===== src/rtl/centered_image_stack_accumulator_top_macros.svh =====
// Assertion macros used by the stack accumulator top level.
`ifndef CENTERED_IMAGE_STACK_ACCUMULATOR_TOP_MACROS_SVH
`define CENTERED_IMAGE_STACK_ACCUMULATOR_TOP_MACROS_SVH

// Same-cycle implication, clocked on aclk and disabled during reset.
`define CSA_ASSERT_NOW(label, ante, cons) \
    label: assert property (@(posedge aclk) disable iff (!aresetn) (ante) |-> (cons)) \
        else $error("same-cycle check failed");

// Next-cycle implication, clocked on aclk and disabled during reset.
`define CSA_ASSERT_NEXT(label, ante, cons) \
    label: assert property (@(posedge aclk) disable iff (!aresetn) (ante) |=> (cons)) \
        else $error("next-cycle check failed");

`endif


===== src/rtl/csa_pkg.sv =====
// Shared types and constants of the centered image stack accumulator.
`default_nettype none

package csa_pkg;

    // Default frame geometry.
    localparam int FRAME_W_DEF = 512;
    localparam int FRAME_H_DEF = 512;

    // Field widths.
    localparam int COL_W   = 9;
    localparam int ROW_W   = 9;
    localparam int PIX_W   = 8;
    localparam int CTR_W   = 13;
    localparam int COORD_W = 10;
    localparam int EXT_W   = 10;

    localparam logic [PIX_W-1:0] PIX_MAX = 8'd255;
    localparam logic [EXT_W-1:0] EXT_MAX = 10'd1023;

    // Request kinds carried in s_tuser.
    typedef enum logic [1:0] {
        MODE_ACCUM  = 2'd0,
        MODE_READ   = 2'd1,
        MODE_RDCLR  = 2'd2,
        MODE_RSTEXT = 2'd3
    } mode_t;

    // Configuration register indexes.
    typedef enum logic [1:0] {
        CFG_CENTERING = 2'd0,
        CFG_REF_X     = 2'd1,
        CFG_REF_Y     = 2'd2
    } cfg_idx_t;

    // Target position of one request after alignment.
    typedef struct packed {
        logic [COORD_W-1:0] tx;
        logic [COORD_W-1:0] ty;
        logic               in_frame;
    } csa_target_t;

    // Control sequencer states.
    typedef enum logic [1:0] {
        ST_CLEAR = 2'd0,
        ST_IDLE  = 2'd1,
        ST_ADDR  = 2'd2,
        ST_MOD   = 2'd3
    } csa_state_t;

endpackage

`default_nettype wire


===== src/rtl/csa_target.sv =====
// Alignment shift and frame bounds check for one incoming request.
`default_nettype none

module csa_target #(
    parameter int FRAME_W = csa_pkg::FRAME_W_DEF,
    parameter int FRAME_H = csa_pkg::FRAME_H_DEF
) (
    input  wire csa_pkg::mode_t                 mode,
    input  wire logic [csa_pkg::COL_W-1:0]      col,
    input  wire logic [csa_pkg::ROW_W-1:0]      row,
    input  wire logic [csa_pkg::CTR_W-1:0]      center_x,
    input  wire logic [csa_pkg::CTR_W-1:0]      center_y,
    input  wire logic                           centering_on,
    input  wire logic [csa_pkg::CTR_W-1:0]      ref_center_x,
    input  wire logic [csa_pkg::CTR_W-1:0]      ref_center_y,
    output csa_pkg::csa_target_t                tgt
);

    // Ceiling of (reference - center) / 16, zero when the difference is not positive.
    function automatic logic [csa_pkg::COORD_W-1:0] axis_shift(
        input logic [csa_pkg::CTR_W-1:0] r_ctr,
        input logic [csa_pkg::CTR_W-1:0] i_ctr
    );
        logic [csa_pkg::CTR_W:0] d;
        begin
            d = {1'b0, r_ctr - i_ctr} + (csa_pkg::CTR_W+1)'(15);
            if (r_ctr <= i_ctr) begin
                return '0;
            end
            return d[csa_pkg::CTR_W:4];
        end
    endfunction

    logic                        shift_en;
    logic [csa_pkg::COORD_W-1:0] shift_x;
    logic [csa_pkg::COORD_W-1:0] shift_y;

    // Only accumulate requests are moved, and only with centering enabled.
    assign shift_en = centering_on && (mode == csa_pkg::MODE_ACCUM);
    assign shift_x  = shift_en ? axis_shift(ref_center_x, center_x) : '0;
    assign shift_y  = shift_en ? axis_shift(ref_center_y, center_y) : '0;

    // Target position and frame check.
    always_comb begin
        tgt.tx       = csa_pkg::COORD_W'(col) + shift_x;
        tgt.ty       = csa_pkg::COORD_W'(row) + shift_y;
        tgt.in_frame = (32'(tgt.tx) < 32'(FRAME_W)) && (32'(tgt.ty) < 32'(FRAME_H));
    end

endmodule

`default_nettype wire

===== config.mk =====
export PLATFORM = sky130hd
export DESIGN_NAME = csa_target
export DESIGN_NICKNAME = d
export VERILOG_FILES = /design/src/rtl/centered_image_stack_accumulator_top_macros.svh /design/src/rtl/csa_pkg.sv /design/src/rtl/csa_target.sv
export SDC_FILE = /design/constraint.sdc
export NUM_CORES = 1
export LEC_CHECK = 0
export BUFFER_PORTS_ARGS = -buffer_cell sky130_fd_sc_hd__buf_2
export CORE_UTILIZATION = 54
export DETAILED_ROUTE_END_ITERATION = 8
export PLACE_DENSITY = 0.83
export SLEW_MARGIN = 20
export SYNTH_ARGS = -nofsm -noshare
export SYNTH_HDL_FRONTEND = slang
export SYNTH_SLANG_ARGS = --single-unit

===== constraint.sdc =====
create_clock -name vclk -period 4.2
set_input_delay 0.21 -clock vclk [all_inputs]
set_output_delay 0.21 -clock vclk [all_outputs]
set_load 0.1 [all_outputs]

**Word-level counts from Yosys, hierarchy flattened**

Index checks and enable logic that the tools add are counted.

- Flip-flop bits (word level): 0
- Bits of input ports: 73
- Output and inout bits: 21
- Logic and storage cells: 21

- Add/sub/neg operators: 6
- Magnitude comparators: 4
- Muxes and demuxes: 8
- Reduce and logical (&&, ||, !) cells: 3

Operator list:

| operator | count |
|---|---|
| $mux W10 | 6 |
| $add A13 B4 Y14 const B | 2 |
| $le A13 B13 Y1 | 2 |
| $sub A13 B13 Y13 | 2 |
| $add A9 B10 Y10 | 2 |
| $lt A10 B10 Y1 const B | 2 |
| $logic_and A1 B1 Y1 | 2 |
| $logic_not A2 Y1 | 1 |
| $mux W1 | 2 |

**Longest topological paths before layout**

- Depth after elaboration: 7
- Gate-level depth with buffers: 21
- Mapped depth without buffers: 21

**Worst setup path after synthesis**

Ideal clock, no wire load.

- Kind: input port to output port
- From: input port ref_center_x[0] (netlist bit)
- To: output port tgt[0] (netlist bit)
- Data arrival time: 5.936 ns
- Data required time: 3.990 ns
- Setup slack: -1.946 ns
- Stages: 20
- Path buffers: 0
- Cell sequence: inv_1 > ha_1 > inv_1 > fa_1 > xor2_1 > or4bb_1 > mux2i_2 > or2_2 > xnor2_1 > nand2b_1 > inv_1 > ha_1 > a21o_1 > a21oi_1 > nand2b_1 > a21boi_0 > o41ai_1 > o21ai_0 > xor2_1 > nor2_1

RTL lines:

| what | line | text |
|---|---|---|
| from (decl) | csa_target.sv:14 | `input wire logic [csa_pkg::CTR_W-1:0] ref_center_x,` |
| to (decl) | csa_target.sv:16 | `output csa_pkg::csa_target_t tgt` |

==> reports/qor.yml <==
hp-start: "row[7]"
status: "finished, violations left"
areaGrowthSynthToFinish_pct: 49.6
die_area_um2: 5380
routedWlPerCell_um: 14.7
synth_cells: 373
synth_cell_types: 76
crit_start: "center_y[2]"
nClkBuffers: 0
grt_pass1_vias: 2769
p_leak_nw: 2.06
synth_area_leaders: "ha_1, xnor2_1, inv_1"
cp_data_required_time_ps: 3990
final_core_utilization_pct: 85.4
ir_worst_vdd_v: 0.000119
syn_nets: 494
grt.overflow.total: 0
diodes: 0
drive_above_1_share_pct: 44.9
grtUsageTotal_pct: 26.7
synth_top_area_share_pct: 20.0
seqCellArea_um2: 0
tightest_slew_ps: 650
drv_slew: 0
finalCritPeriodShare_pct: 101
wl_met2_um: 4100
p_per_area_nw_per_um2: 182
nFillCells: 281
muxShareOfSynthArea_pct: 1.27
drt_iter0_drc: 157
p_clk_share_pct: 0
wl_um: 8230
p_sw_mw: 0.452
p_seq_share_pct: 0
maxCapViolCount: 0
met3_length_um: 442
startpoint_type: "input pin"
dr.max_layer_used: "met4"
synth.largest_area_cell: "ha_1"
fp.coreArea_um2: 4820
grt_max_degree: 10
hold_violations: 0
yosysWarnings: 0
setup_violations: 1
hpwl_um: 6230
nets: 617
yosys.area_share.simple_pct: 28.2
period_needed_ps: 4220
netlist_top_cells_count: "inv_1, ha_1, nor2_1"
via_per_inst: 5.82
gp_congestion: 0.909
end_kind: "primary output"
critical_path_arrival_ps: 4010
grt_pass1_wl_um: 11900
pin_count: 94
synth_compound_area_share_pct: 26.6
fmax_mhz: 237
yosysMostFrequentCell: "inv_1"
max_slew_margin_pct: 56.4
violations: "setup timing"
die_height_um: 73.4
rows: 25
syn-cell-area_um2: 2750
num_vias: 3266
ys_seq_area_share_pct: 0
synth_xor_area_share_pct: 13.0
design.seq.count: 0
antenna_left: 0
timing.final.ws_setup_ps: -22.1
antenna_found_initial: 0
wl_met1_um: 3560
worstPathMaxFanout: 7
rsz0062_at_grt: "yes"
initial_utilization_pct: 57.1
port_buffers: 94
holdPathEnd: "tgt[8]"
crit_type: "input pin to primary output"
firstDrtPassIters: 5
dp_slack_ps: -107
combPwrFrac_pct: 100.0
die_w_um: 73.4
syn_area_per_cell_um2: 7.38
drc: 0
synth_top_family_by_area: "simple AND/OR/NAND/NOR gates"
whs_path_depth: 4
hp-class: "input pin to primary output"
power_switching_share_pct: 60.2
synth_adder_area_share_pct: 22.9
p_int_mw: 0.299
area by class of cell:
cell class	count	area, um2	share of cell area [%]
Multi-Input combinational cell	318	2940	71.5
Timing Repair Buffer	129	908	22.1
Inverter	47	179	4.35
Tap cell	67	83.8	2.04
kinds of logic (layout without fill, tap and decap cells):
| kind of cell | Yosys count | count (layout) |
|---|---|---|
| simple gates | 131 | 131 |
| compound gates | 97 | 97 |
| buf+inv | 55 | 176 |
| fa+ha+maj | 48 | 48 |
| xor+xnor | 39 | 39 |
| mux | 3 | 3 |
critical path, stage by stage:
cell      delay [ps]
buf_2             70
inv_1             30
ha_1             470
a211oi_4         120
buf_6            150
o21a_1           180
o311ai_1         490
nand4_4          200
and2_4           200
nor3_4           170
ha_1             300
nor2b_1          160
o21a_1           220
nor4_4           370
o41ai_4          110
xnor2_2          280
nor2_4            80
buf_12           170
how the worst max path moves through the flow:
| stage | endpoint | slack (ps) | cells after the start |
|---|---|---|---|
| after floorplan | tgt[0] | -550 | 18 |
| after global placement | tgt[19] | -10 | 23 |
| after detailed placement | tgt[19] | -110 | 21 |
| after CTS | tgt[9] | 4 | 19 |
| after global routing | tgt[0] | -200 | 18 |
| final | tgt[0] | -20 | 18 |
layer usage:
metal  vias to the layer above  GRT usage [%]
met5                         -              0
met4                         0           2.14
met3                        13          0.274
met2                       161           48.8
met1                      1494           36.6
li1                       1598              -
through the flow:
| stage | cell area [um2] | total power, mW | hold WS, ps | TNS [ps] | std cells |
|---|---|---|---|---|---|
| floorplan | 2950 | 0.509 | 892 | -1080 | 373 |
| global placement | 3830 | 0.654 | 975 | -13.2 | 553 |
| detailed placement | 3830 | 0.671 | 1000 | -243 | 553 |
| CTS | 3870 | 0.680 | 1000 | 0 | 553 |
| global route | 4120 | 0.796 | 980 | -745 | 561 |
| finish | 4120 | 0.751 | 965 | -22.1 | 561 |
cell usage in the layout, fill, tap and decap left out, types with 7 or more instances in the layout:
master,instances
xnor2_1,11
a21o_1,7
ha_1,39
a21oi_1,13
buf_4,34
buf_2,82
nand3_1,8
nand2_1,20
inv_1,41
nor2_1,29
nor3_1,9
buf_12,11
o21ai_0,7
a21oi_2,11
xor2_1,9
xnor2_2,13
timing repair:
| action | CTS | global route |
|---|---|---|
| endpoints found under the setup margin | 3 | 9 |
| setup buffers | 0 | 9 |
| gates resized for setup | 8 | 39 |
| hold buffers | 0 | 0 |
| pin swaps | 1 | 34 |
power by group through the flow:
stage / sequential (mW) / combinational (mW) / clock (mW)
global placement: 0 / 0.654 / 0
finish: 0 / 0.751 / 0
detailed placement: 0 / 0.671 / 0
CTS: 0 / 0.680 / 0
global route: 0 / 0.796 / 0
floorplan: 0 / 0.509 / 0
Power figures use the tool's default switching activity.
